## src/hdl/gray_crop_nearest_downsampler_unit_defines.svh

```systemverilog
// ----------------------------------------------------------------------------
// Assertion macros for the grey crop / downsample block
// Each macro expands to one labeled concurrent assertion on clk / rst_n.
// ----------------------------------------------------------------------------
`ifndef GRAY_CROP_NEAREST_DOWNSAMPLER_UNIT_DEFINES_SVH
`define GRAY_CROP_NEAREST_DOWNSAMPLER_UNIT_DEFINES_SVH

// Same-cycle implication
`define GCND_ASSERT_NOW(lbl, ante, cons, msg) \
  lbl: assert property (@(posedge clk) disable iff (!rst_n) (ante) |-> (cons)) \
    else $error(msg);

// Next-cycle implication
`define GCND_ASSERT_NEXT(lbl, ante, cons, msg) \
  lbl: assert property (@(posedge clk) disable iff (!rst_n) (ante) |=> (cons)) \
    else $error(msg);

`endif

```

## src/hdl/gcnd_pkg.sv

```systemverilog
// ----------------------------------------------------------------------------
// gcnd_pkg
// Shared types and constants of the grey crop / nearest downsampler.
// ----------------------------------------------------------------------------
`timescale 1ns / 1ps

package gcnd_pkg;

  localparam int SRC_W      = 10;  // source coordinate / size width
  localparam int OFFSET_W   = 7;   // crop offset width (max 125)
  localparam int WEIGHT_W   = 16;  // Q0.16 weight
  localparam int CHAN_W     = 8;   // one color channel
  localparam int GRAY_W     = 16;  // Q8.8 grey level
  localparam int COORD_W    = 7;   // output coordinate field
  localparam int CFG_IDX_W  = 3;
  localparam int CFG_DATA_W = 16;

  // Register indexes
  localparam logic [CFG_IDX_W-1:0] REG_SOURCE_WIDTH  = 3'd0;
  localparam logic [CFG_IDX_W-1:0] REG_SOURCE_HEIGHT = 3'd1;
  localparam logic [CFG_IDX_W-1:0] REG_WEIGHT_RED    = 3'd2;
  localparam logic [CFG_IDX_W-1:0] REG_WEIGHT_GREEN  = 3'd3;
  localparam logic [CFG_IDX_W-1:0] REG_WEIGHT_BLUE   = 3'd4;

  // Reset values (height 210 gives usable height 180, crop offset 25)
  localparam logic [SRC_W-1:0]    RST_SOURCE_WIDTH  = 10'd160;
  localparam logic [SRC_W-1:0]    RST_USABLE_HEIGHT = 10'd180;
  localparam logic [OFFSET_W-1:0] RST_CROP_OFFSET   = 7'd25;
  localparam logic [WEIGHT_W-1:0] RST_WEIGHT_RED    = 16'd19589;
  localparam logic [WEIGHT_W-1:0] RST_WEIGHT_GREEN  = 16'd38529;
  localparam logic [WEIGHT_W-1:0] RST_WEIGHT_BLUE   = 16'd7471;

  // Source row counter saturates here
  localparam logic [SRC_W-1:0] SRC_ROW_MAX = 10'd1023;

  // floor(6*H/7) = (H * 6 * 9363) >> 16 and floor(6*H/49) = (H * 6 * 21400) >> 20,
  // exact for every 10-bit H
  localparam logic [15:0] HC_RECIP     = 16'd56178;
  localparam logic [16:0] OFFSET_RECIP = 17'd128400;

  typedef struct packed {
    logic [SRC_W-1:0]    source_width;
    logic [SRC_W-1:0]    usable_height;
    logic [OFFSET_W-1:0] crop_offset;
    logic [WEIGHT_W-1:0] weight_red;
    logic [WEIGHT_W-1:0] weight_green;
    logic [WEIGHT_W-1:0] weight_blue;
  } cfg_t;

  typedef struct packed {
    logic               emit;
    logic [COORD_W-1:0] out_x;
    logic [COORD_W-1:0] out_y;
    logic               frame_done;
  } sel_t;

endpackage

```

## src/hdl/gcnd_cfg.sv

```systemverilog
// ----------------------------------------------------------------------------
// gcnd_cfg
// Configuration registers; derives usable height and crop offset on write.
// ----------------------------------------------------------------------------
`timescale 1ns / 1ps

module gcnd_cfg (
  input  logic                               clk,
  input  logic                               rst_n,
  input  logic                               cfg_we,
  input  logic [gcnd_pkg::CFG_IDX_W-1:0]     cfg_index,
  input  logic [gcnd_pkg::CFG_DATA_W-1:0]    cfg_wdata,
  output gcnd_pkg::cfg_t                     cfg
);
  import gcnd_pkg::*;

  cfg_t cfg_r, cfg_nxt;
  logic [SRC_W-1:0] height;
  logic [25:0]      hc_prod;
  logic [26:0]      off_prod;

  // Constant multiplies replace the divisions by 7 and 49
  assign height   = cfg_wdata[SRC_W-1:0];
  assign hc_prod  = 26'(height) * 26'(HC_RECIP);
  assign off_prod = 27'(height) * 27'(OFFSET_RECIP);

  // Write decode
  always_comb begin
    cfg_nxt = cfg_r;
    if (cfg_we) begin
      unique case (cfg_index)
        REG_SOURCE_WIDTH:  cfg_nxt.source_width = cfg_wdata[SRC_W-1:0];
        REG_SOURCE_HEIGHT: begin
          cfg_nxt.usable_height = hc_prod[25:16];
          cfg_nxt.crop_offset   = off_prod[26:20];
        end
        REG_WEIGHT_RED:    cfg_nxt.weight_red   = cfg_wdata;
        REG_WEIGHT_GREEN:  cfg_nxt.weight_green = cfg_wdata;
        REG_WEIGHT_BLUE:   cfg_nxt.weight_blue  = cfg_wdata;
        default:           cfg_nxt = cfg_r;
      endcase
    end
  end

  always_ff @(posedge clk) begin
    if (!rst_n) begin
      cfg_r.source_width  <= RST_SOURCE_WIDTH;
      cfg_r.usable_height <= RST_USABLE_HEIGHT;
      cfg_r.crop_offset   <= RST_CROP_OFFSET;
      cfg_r.weight_red    <= RST_WEIGHT_RED;
      cfg_r.weight_green  <= RST_WEIGHT_GREEN;
      cfg_r.weight_blue   <= RST_WEIGHT_BLUE;
    end else begin
      cfg_r <= cfg_nxt;
    end
  end

  assign cfg = cfg_r;

endmodule

```

## src/hdl/gcnd_sel.sv

```systemverilog
// ----------------------------------------------------------------------------
// gcnd_sel
// Raster counters and nearest-neighbor pixel selection with crop.
// ----------------------------------------------------------------------------
`timescale 1ns / 1ps

module gcnd_sel #(
  parameter int OUT_WIDTH  = 84,
  parameter int OUT_HEIGHT = 84
) (
  input  logic           clk,
  input  logic           rst_n,
  input  logic           step,         // a pixel word is accepted
  input  logic           frame_start,
  input  gcnd_pkg::cfg_t cfg,
  output gcnd_pkg::sel_t sel
);
  import gcnd_pkg::*;

  // Column k is chosen when (src_col+1)*OUT_WIDTH > k-th accumulated width,
  // i.e. src_col >= floor(acc/OUT_WIDTH); rows work the same way.
  localparam int OCW = $clog2(OUT_WIDTH + 1);
  localparam int ORW = $clog2(OUT_HEIGHT + 1);
  localparam int CMW = $clog2(OUT_WIDTH) + 11;
  localparam int RMW = $clog2(OUT_HEIGHT) + 11;

  localparam logic [CMW-1:0] COL_STEP    = CMW'(OUT_WIDTH);
  localparam logic [RMW-1:0] ROW_STEP    = RMW'(OUT_HEIGHT);
  localparam logic [RMW-1:0] ROW_ACC_RST = RMW'(int'(RST_CROP_OFFSET) * OUT_HEIGHT);
  localparam logic [OCW-1:0] OUT_COLS    = OCW'(OUT_WIDTH);
  localparam logic [ORW-1:0] OUT_ROWS    = ORW'(OUT_HEIGHT);
  localparam logic [OCW-1:0] LAST_COL    = OCW'(OUT_WIDTH - 1);
  localparam logic [ORW-1:0] LAST_ROW    = ORW'(OUT_HEIGHT - 1);

  logic [SRC_W-1:0] src_col_r, src_col_nxt, src_col_e;
  logic [SRC_W-1:0] src_row_r, src_row_nxt, src_row_e;
  logic [CMW-1:0]   col_mul_r, col_mul_nxt, col_mul_e;
  logic [CMW-1:0]   col_acc_r, col_acc_nxt, col_acc_e;
  logic [OCW-1:0]   out_col_r, out_col_nxt, out_col_e;
  logic [RMW-1:0]   row_mul_r, row_mul_nxt, row_mul_e;
  logic [RMW-1:0]   row_acc_r, row_acc_nxt, row_acc_e;
  logic [ORW-1:0]   out_row_r, out_row_nxt, out_row_e;
  logic             row_active, emit, row_end;

  // State as seen by this pixel; a frame start clears it first
  always_comb begin
    src_col_e = frame_start ? '0       : src_col_r;
    col_mul_e = frame_start ? COL_STEP : col_mul_r;
    col_acc_e = frame_start ? '0       : col_acc_r;
    out_col_e = frame_start ? '0       : out_col_r;
    src_row_e = frame_start ? '0       : src_row_r;
    row_mul_e = frame_start ? ROW_STEP : row_mul_r;
    row_acc_e = frame_start ? RMW'(cfg.crop_offset) * ROW_STEP : row_acc_r;
    out_row_e = frame_start ? '0       : out_row_r;
  end

  assign row_active = (out_row_e < OUT_ROWS) && (row_mul_e > row_acc_e);
  assign emit       = row_active && (out_col_e < OUT_COLS) && (col_mul_e > col_acc_e);
  assign row_end    = ({1'b0, src_col_e} + 11'd1) >= {1'b0, cfg.source_width};

  // Counter advance
  always_comb begin
    src_col_nxt = src_col_e + 10'd1;
    col_mul_nxt = col_mul_e + COL_STEP;
    col_acc_nxt = col_acc_e;
    out_col_nxt = out_col_e;
    src_row_nxt = src_row_e;
    row_mul_nxt = row_mul_e;
    row_acc_nxt = row_acc_e;
    out_row_nxt = out_row_e;
    if (emit) begin
      col_acc_nxt = col_acc_e + CMW'(cfg.source_width);
      out_col_nxt = out_col_e + OCW'(1);
    end
    if (row_end) begin
      src_col_nxt = '0;
      col_mul_nxt = COL_STEP;
      col_acc_nxt = '0;
      out_col_nxt = '0;
      if (row_active) begin
        row_acc_nxt = row_acc_e + RMW'(cfg.usable_height);
        out_row_nxt = out_row_e + ORW'(1);
      end
      if (src_row_e != SRC_ROW_MAX) begin
        src_row_nxt = src_row_e + 10'd1;
        row_mul_nxt = row_mul_e + ROW_STEP;
      end
    end
  end

  always_ff @(posedge clk) begin
    if (!rst_n) begin
      src_col_r <= '0;
      col_mul_r <= COL_STEP;
      col_acc_r <= '0;
      out_col_r <= '0;
      src_row_r <= '0;
      row_mul_r <= ROW_STEP;
      row_acc_r <= ROW_ACC_RST;
      out_row_r <= '0;
    end else if (step) begin
      src_col_r <= src_col_nxt;
      col_mul_r <= col_mul_nxt;
      col_acc_r <= col_acc_nxt;
      out_col_r <= out_col_nxt;
      src_row_r <= src_row_nxt;
      row_mul_r <= row_mul_nxt;
      row_acc_r <= row_acc_nxt;
      out_row_r <= out_row_nxt;
    end
  end

  assign sel.emit       = emit;
  assign sel.out_x      = COORD_W'(out_col_e);
  assign sel.out_y      = COORD_W'(out_row_e);
  assign sel.frame_done = (out_col_e == LAST_COL) && (out_row_e == LAST_ROW);

endmodule

```

## src/hdl/gcnd_luma.sv

```systemverilog
// ----------------------------------------------------------------------------
// gcnd_luma
// Weighted RGB to Q8.8 grey with saturation, registered result.
// ----------------------------------------------------------------------------
`timescale 1ns / 1ps

module gcnd_luma (
  input  logic                            clk,
  input  logic                            load,
  input  logic [gcnd_pkg::CHAN_W-1:0]     red,
  input  logic [gcnd_pkg::CHAN_W-1:0]     green,
  input  logic [gcnd_pkg::CHAN_W-1:0]     blue,
  input  gcnd_pkg::cfg_t                  cfg,
  output logic [gcnd_pkg::GRAY_W-1:0]     gray
);
  import gcnd_pkg::*;

  logic [23:0]       prod_r_c, prod_g_c, prod_b_c;
  logic [25:0]       acc;
  logic [GRAY_W-1:0] gray_r, gray_nxt;

  // Three parallel 8x16 products and their sum
  assign prod_r_c = 24'(red)   * 24'(cfg.weight_red);
  assign prod_g_c = 24'(green) * 24'(cfg.weight_green);
  assign prod_b_c = 24'(blue)  * 24'(cfg.weight_blue);
  assign acc      = 26'(prod_r_c) + 26'(prod_g_c) + 26'(prod_b_c);

  // Drop 8 fraction bits, clamp at full scale
  assign gray_nxt = (|acc[25:24]) ? '1 : acc[23:8];

  always_ff @(posedge clk) begin
    if (load) begin
      gray_r <= gray_nxt;
    end
  end

  assign gray = gray_r;

endmodule

```

## src/hdl/gray_crop_nearest_downsampler_unit.sv

```systemverilog
// ----------------------------------------------------------------------------
// gray_crop_nearest_downsampler_unit
// RGB to grey conversion with vertical crop and nearest-neighbor downscale.
// ----------------------------------------------------------------------------
// Input channel (in_*): one RGB source pixel per word in raster order;
// in_tuser marks the first pixel of a frame and restarts all counters.
// Output channel (out_*): one grey sample per selected pixel with its output
// column and row; out_tlast marks the last sample of the output frame.
// Configuration (cfg_*): width, height and the three weights, written one
// per cycle while no pixel is in flight; a height write takes effect at
// the next frame start for the crop offset, at once for the row step.
// Throughput: one pixel per clock unless a stalled receiver drops in_tready.
// Counters and the select decision act in the accept cycle; the stage register
// holds the pixel and the multiply-add fills the output register from it.
// Pixels that are not selected leave no word and never stall the input.
// A stalled receiver holds the output word; one more selected pixel waits
// in the stage register, after which in_tready drops until out_tready.
// Reset (synchronous): counters cleared, crop offset for a height of 210,
// registers at their defaults, both channels empty.
// ----------------------------------------------------------------------------
`timescale 1ns / 1ps
`include "gray_crop_nearest_downsampler_unit_defines.svh"

module gray_crop_nearest_downsampler_unit #(
  parameter int OUT_WIDTH  = 84,
  parameter int OUT_HEIGHT = 84
) (
  input  logic                              clk,
  input  logic                              rst_n,
  // input pixel stream
  input  logic                              in_tvalid,
  output logic                              in_tready,
  input  logic [23:0]                       in_tdata,   // red, green, blue
  input  logic                              in_tuser,   // frame_start
  // output sample stream
  output logic                              out_tvalid,
  input  logic                              out_tready,
  output logic [31:0]                       out_tdata,  // gray_sample, out_x, out_y, pad
  output logic                              out_tlast,  // frame_done
  // configuration
  input  logic                              cfg_we,
  input  logic [gcnd_pkg::CFG_IDX_W-1:0]    cfg_index,
  input  logic [gcnd_pkg::CFG_DATA_W-1:0]   cfg_wdata
);
  import gcnd_pkg::*;

  cfg_t cfg;
  sel_t sel;

  logic in_acc, advance;
  logic s1_valid_r, s1_valid_nxt;
  logic [CHAN_W-1:0]  s1_red_r, s1_green_r, s1_blue_r;
  sel_t               s1_sel_r;
  logic               out_valid_r, out_valid_nxt;
  logic [COORD_W-1:0] out_x_r, out_y_r;
  logic               out_last_r;
  logic [GRAY_W-1:0]  gray;

  gcnd_cfg u_cfg (
    .clk       (clk),
    .rst_n     (rst_n),
    .cfg_we    (cfg_we),
    .cfg_index (cfg_index),
    .cfg_wdata (cfg_wdata),
    .cfg       (cfg)
  );

  gcnd_sel #(
    .OUT_WIDTH  (OUT_WIDTH),
    .OUT_HEIGHT (OUT_HEIGHT)
  ) u_sel (
    .clk         (clk),
    .rst_n       (rst_n),
    .step        (in_acc),
    .frame_start (in_tuser),
    .cfg         (cfg),
    .sel         (sel)
  );

  // Handshake: output register drains, stage register refills
  assign advance   = !out_valid_r || out_tready;
  assign in_tready = !s1_valid_r || advance;
  assign in_acc    = in_tvalid && in_tready;

  assign s1_valid_nxt  = in_tready ? (in_acc && sel.emit) : s1_valid_r;
  assign out_valid_nxt = advance ? s1_valid_r : out_valid_r;

  always_ff @(posedge clk) begin
    if (!rst_n) begin
      s1_valid_r  <= 1'b0;
      out_valid_r <= 1'b0;
    end else begin
      s1_valid_r  <= s1_valid_nxt;
      out_valid_r <= out_valid_nxt;
    end
  end

  // Stage register: pixel and its output position
  always_ff @(posedge clk) begin
    if (in_tready) begin
      s1_red_r   <= in_tdata[7:0];
      s1_green_r <= in_tdata[15:8];
      s1_blue_r  <= in_tdata[23:16];
      s1_sel_r   <= sel;
    end
  end

  gcnd_luma u_luma (
    .clk   (clk),
    .load  (advance),
    .red   (s1_red_r),
    .green (s1_green_r),
    .blue  (s1_blue_r),
    .cfg   (cfg),
    .gray  (gray)
  );

  // Output register: coordinates and end-of-frame mark
  always_ff @(posedge clk) begin
    if (advance) begin
      out_x_r    <= s1_sel_r.out_x;
      out_y_r    <= s1_sel_r.out_y;
      out_last_r <= s1_sel_r.frame_done;
    end
  end

  assign out_tvalid = out_valid_r;
  assign out_tdata  = {2'b00, out_y_r, out_x_r, gray};
  assign out_tlast  = out_last_r;

  // Checks
  `GCND_ASSERT_NOW(a_stall_only_when_full, !in_tready, s1_valid_r && out_valid_r && !out_tready, "input stalled while a stage is free")
  `GCND_ASSERT_NEXT(a_emit_captured, in_acc && sel.emit, s1_valid_r, "selected pixel not captured")
  `GCND_ASSERT_NEXT(a_stage_drains, s1_valid_r && !out_valid_r, out_valid_r, "stage word did not reach empty output")

endmodule
```

## config.mk

```make
export PLATFORM = sky130hd
export DESIGN_NAME = gray_crop_nearest_downsampler_unit
export DESIGN_NICKNAME = d
export VERILOG_FILES = /design/src/hdl/gcnd_pkg.sv /design/src/hdl/gcnd_cfg.sv /design/src/hdl/gcnd_sel.sv /design/src/hdl/gcnd_luma.sv /design/src/hdl/gray_crop_nearest_downsampler_unit.sv
export VERILOG_INCLUDE_DIRS = /design/src /design/src/hdl
export SDC_FILE = /design/constraint.sdc
export NUM_CORES = 2
export LEC_CHECK = 0
export BUFFER_PORTS_ARGS = -buffer_cell sky130_fd_sc_hd__buf_2
export CORE_UTILIZATION = 25
export DETAILED_ROUTE_END_ITERATION = 10
export REMOVE_ABC_BUFFERS = 1
export SLEW_MARGIN = 20
export SYNTH_ARGS = -nofsm -noshare
export SYNTH_HDL_FRONTEND = slang
export SYNTH_SLANG_ARGS = --single-unit
```

## constraint.sdc

```tcl
create_clock -name clk -period 17.25 [get_ports clk]
set_input_delay 0.8625 -clock clk [delete_from_list [all_inputs] [get_ports clk]]
set_output_delay 0.8625 -clock clk [all_outputs]
set_load 0.01 [all_outputs]
```

After elaboration in Yosys (flattened, before gate mapping)
Cells that the tools add are included.
Widths: inputs -> output; s select.
- reductions and logical operators: 17
- equality and inequality tests: 7
- multiplexer cells: 22
- multiply operators: 6
- $add $sub $neg: 11
- $lt $le $gt $ge: 5
- operator list (kind ; number):
    $mux 18 ; 11
    $mul 8x16->24 ; 3
    $mux 10 ; 5
    $mux 7 ; 6
    $add 18x10->18 ; 2
    $add 18x7->18 const B ; 2
    $gt 18x18->1 ; 2
    $add 26x24->26 ; 1
    $add 24x24->25 ; 1
    $mul 10x15->25 const B ; 1
    $mul 10x13->23 const B ; 1
    $add 10x1->10 const B ; 2
    $add 7x1->7 const B ; 2
    $eq 7x7->1 const B ; 2
    $lt 7x7->1 const B ; 2
    $mul 7x5->12 const B ; 1
    $add 10x1->11 const B ; 1
    $ge 11x10->1 ; 1
    $ne 10x10->1 const B ; 1
    $reduce_and 2->1 ; 5
    $eq 3x2->1 const B ; 2
    $logic_and 1x1->1 ; 6
    $eq 3x1->1 const B ; 1
    $eq 3x3->1 const B ; 1
    4 further kinds ; 6
- flip-flop bits (word level): 253
- logic and storage cells: 94
- input port bits: 49

Longest topological paths before layout
- word-level depth: 8
- gate-level depth with buffers: 39

By module
Synthesis repeated with hierarchy kept, for this count alone.
- cells, all modules: 3412
- area total of the unflattened synthesis: 30536.8 um2
- by module, submodules not included (module ; cells each ; times used ; area an instance (um2)):
    gcnd_luma ; 1414 ; 1 ; 12967.4
    gcnd_sel ; 1106 ; 1 ; 8436.8
    gcnd_cfg ; 826 ; 1 ; 7393.3
    gray_crop_nearest_downsampler_unit ; 66 ; 1 ; 1739.2

Worst setup path before layout
OpenSTA, ideal clock, no wires.
- path type: register -> register
- start point: register s1_red_r[1]
- end point: register u_luma.gray_r[1], in the netlist u_luma.gray[1], data pin
- setup time: 259 ps
- data required time: 16991 ps
- cell stages (with the launch flop): 37
- setup slack: 7778 ps
- arrival time: 9213 ps
- cells stage by stage: edfxtp_1 clkbuf_1 nand2_1 fa_1 inv_1 fa_1 inv_1 fa_1 inv_1 fa_1 fa_1 inv_1 fa_1 inv_1 ha_1 nand2_1 o21ai_0 or2_2 a2111oi_2 nor2_1 a21oi_1 xor2_1 fa_1 fa_1 fa_1 fa_1 inv_1 ha_1 o21a_1 o211ai_1 o21bai_1 o31a_1 a21oi_1 or3_1 nand4_1 buf_2 o21bai_1
- cells in the longest elaborated chain, start to end: 4
- RTL lines (what ; line ; RTL):
    start: declaration ; gray_crop_nearest_downsampler_unit.sv:52 ; logic [CHAN_W-1:0] s1_red_r, s1_green_r, s1_blue_r;
    start signal: assignment ; gray_crop_nearest_downsampler_unit.sv:101 ; s1_red_r <= in_tdata[7:0];
    $mul 8x16->24 * ; gcnd_luma.sv:23 ; assign prod_r_c = 24'(red) * 24'(cfg.weight_red);
    $add 24x24->25 * ; gcnd_luma.sv:26 ; assign acc = 26'(prod_r_c) + 26'(prod_g_c) + 26'(prod_b_c);
    $add 26x24->26 * ; gcnd_luma.sv:26 ;
    $reduce_or 2->1 ; gcnd_luma.sv:29 ; assign gray_nxt = (|acc[25:24]) ? '1 : acc[23:8];
    end signal: assignment ; gcnd_luma.sv:33 ; gray_r <= gray_nxt;
    end: declaration ; gcnd_luma.sv:20 ; logic [GRAY_W-1:0] gray_r, gray_nxt;
Every way passes the cells marked *; elsewhere a longest branch is shown, timed or not.
A chain may end at the register's enable or synchronous reset.

Worst setup path in the final report
- start point: register s1_red_r[2]
- end point: register u_luma.gray_r[11], in the netlist u_luma.gray[11], data pin
Same word-level chain as after synthesis.

==> flow_summary.yaml <==
clock_tree:
  cts_resized: 0
  htreeDepth: 2
  cts-root-buf: "clkbuf_16"
  clock_latency_ns: 0.58
  cts_tree: "yes"
  cts_hold_buf: 0
  cts_made_buffers: 35
  cts.sinks: 253
  clock_path_buffers: 3
  post_cts_buffers: 0
  clk_pin_slew_ns: 0.06
synthesis:
  syn_avg_cell_area_um2: 8.97
  syn_inst: 3332
  syn_area_mm2: 0.0299
  async_flop_share_pct: 0
  yosysSeqAreaShare_pct: 19.3
  ys_top_cells_by_area: "fa_1 27%, ha_1 14%, dfxtp_1 12%"
  synth_flop_cell: "dfxtp_1"
  ys_types: 90
  synth_top_area_share_pct: 27.1
  yosys_warnings: 0
  synth-edff-count: 70
  synth_seq_cells: 253
  yosysTopAreaCell: "fa_1"
timing:
  rsz0062_at_grt: "no"
  slew_viol_final: 0
  min_period_ns: 10.62
  finClkSkew_ns: 0.0380
  tightest_slew_ns: 1.04
  timing.fmax_mhz: 94.1
  setup_viol: 0
  relSlewSlack_pct: 30.5
  finalSetupTns_ns: 0
  final_hold_viol_count: 0
  post-route-period-util_pct: 61.6
routing:
  first_iter_violations: 1452
  viasPerCell: 4.59
  drt-met1-wl_um: 34800
  routed_wl_um: 78000
  wl_met3_um: 4490
  ant_nets: 0
  drcViolationCount: 0
  wl_met2_um: 36300
  firstDrtPassIters: 5
  vias: 22749
  wire_per_inst_um: 15.8
  routed.top_layer: "met5"
setup_path:
  critPathBufInv: 2
  crit_top_cell: "fa_1"
  end_kind: "flip-flop"
  r2r_start: "s1_red_r[2]"
  rr_worst_depth: 32
  crit_type: "flip-flop to flip-flop"
  r2r_slack_ns: 6.63
  cp-startpoint: "s1_red_r[2]"
  cp_max_fo: 16
  crit_required_ns: 17.56
  rr_endpoint: "u_luma.gray[11]"
  arrival_ns: 10.93
  max_stage_delay_ns: 0.76
  critPathSlowestCell: "edfxtp_1"
  cp-start-kind: "flip-flop"
  crit_family: "adder cells"
die:
  coreArea_mm2: 0.118
  die_w_um: 348
  num_io_pins: 84
  std_cell_rows: 126
  die_area_mm2: 0.121
  start_util_pct: 25.3
  dieHeight_um: 348
global_routing:
  grt_max_degree: 77
  antenna_found_initial: 12
  grt_pass1_wl_um: 126000
  grt_pass1_vias: 22911
  grt.overflow.total: 0
  track_usage_pct: 13.1
hold_path:
  holdCritPathClass: "flip-flop to flip-flop"
  hp-start: "s1_sel_r[14]"
  worst_hold_path.num_cells: 0
  whs_endpoint: "out_x_r[6]"
cells_and_area:
  layout-drive-gt1-share_pct: 5.94
  final_nets: 4103
  area_delta_synth_final_pct: 10.7
placement:
  io_buffers: 81
  dp_hpwl_um: 60600
  gp_congestion: 0.856
run:
  drv_cap: 0
status:
  status: "complete, no violations"
-- cells in the mapped netlist (36+ instances only) --
cell	n
dfxtp_1	183
xnor2_1	57
a21o_1	49
nor3_1	36
clkbuf_1	109
nand2_1	470
nand3_1	83
fa_1	405
nor2b_1	64
ha_1	326
o21ai_0	87
inv_1	539
nor2_1	112
and2_1	174
a21oi_1	162
edfxtp_1	70
-- worst register-to-register path: cells and delay by family, from the launching register on --
family | cells | cell delay, ns
compound gates | 12 | 2.44
flops | 1 | 0.76
simple gates | 6 | 1.46
buf+inv | 2 | 0.10
fa+ha+maj | 12 | 5.64
-- final cells by class --
type,instances,area [um2]
diodes,1,2.50
clock buffers,49,1020
clock inverters,15,221
fillers,12574,85300
inverters,541,2030
multi-input cells,2397,21500
flip-flops and latches,253,5770
well taps,1600,2000
repair buffers,95,513
-- worst max-delay path by stage --
stage / endpoint / slack [ns] / cells past startpoint
floorplan: u_luma.gray[0] / 7.67 / 33
global placement: u_luma.gray[0] / 6.74 / 33
detailed placement: u_luma.gray[11] / 6.64 / 32
CTS: u_luma.gray[11] / 6.62 / 32
global route: u_luma.gray[11] / 5.96 / 32
finish: u_luma.gray[11] / 6.63 / 32
-- per-layer routing --
| metal | vias to the layer above | track usage (%) |
|---|---|---|
| li1 | 10765 | - |
| met1 | 11284 | 17.5 |
| met2 | 551 | 21.4 |
| met3 | 135 | 2.24 |
| met4 | 14 | 3.89 |
| met5 | - | 0 |
-- layout by cell type (no fill, tap or decap), types with 8 or more instances in the layout --
cell type,count
o211ai_1,28
nor4_1,9
a211o_1,13
or3_1,10
nor2b_1,64
o21bai_1,8
xnor2_1,57
o31ai_1,9
o21ai_0,87
inv_1,538
nor3b_1,8
clkbuf_16,37
edfxtp_1,70
nand2_1,467
xor2_1,27
a21o_1,49
and2_1,174
a211oi_1,9
nand3_1,83
nor3_1,35
nand3b_1,9
and3_1,17
nor2_1,111
dfxtp_1,183
a22o_1,9
or2_2,14
o21a_1,20
buf_4,15
nand2b_1,25
buf_2,80
fa_1,405
nand4_1,24
a31oi_1,8
a21oi_1,162
ha_1,326
-- cell families after synthesis --
logic type / after synthesis / synth area share, %
AND/OR/NAND/NOR: 1085 / 17.8
adder cells (fa/ha/maj): 731 / 40.8
buffers and inverters: 683 / 8.77
AO/OA/AOI/OAI: 482 / 10.5
flip-flops: 253 / 19.3
XOR/XNOR: 84 / 2.46
multiplexers: 13 / 0.460
other: 1 / 0.0125
-- state kept, by name, summed over array words and instances, names as in the netlist --
signal / flops
s1_valid_r: 1
out_x_r: 7
u_sel.row_acc_r: 18
u_sel.row_mul_r: 18
s1_blue_r: 8
u_sel.col_mul_r: 18
out_tvalid: 1
u_sel.out_col_r: 7
u_sel.src_col_r: 10
u_sel.src_row_r: 10
out_y_r: 7
u_sel.col_acc_r: 18
u_cfg.cfg: 75
out_tlast: 1
s1_red_r: 8
s1_green_r: 8
u_sel.out_row_r: 7
u_luma.gray: 16
s1_sel_r: 15
-- per-stage QoR --
stage                     std cells  hold WS [ns]  setup slack (ns)  instance area, um2  utilization, %
final                          4951         0.417              6.63               33100            27.9
after global routing           4950         0.424              5.96               33100            27.9
after CTS                      4950         0.418              6.62               33100            27.9
after detailed placement       4886         0.405              6.64               31800            26.9
after global placement         4886         0.406              6.74               31800            26.9
after floorplan                3191         0.400              7.67               29300               -
Power is not shown: default switching activity piles up to over one toggle a cycle in this logic, so the estimate is an artifact.
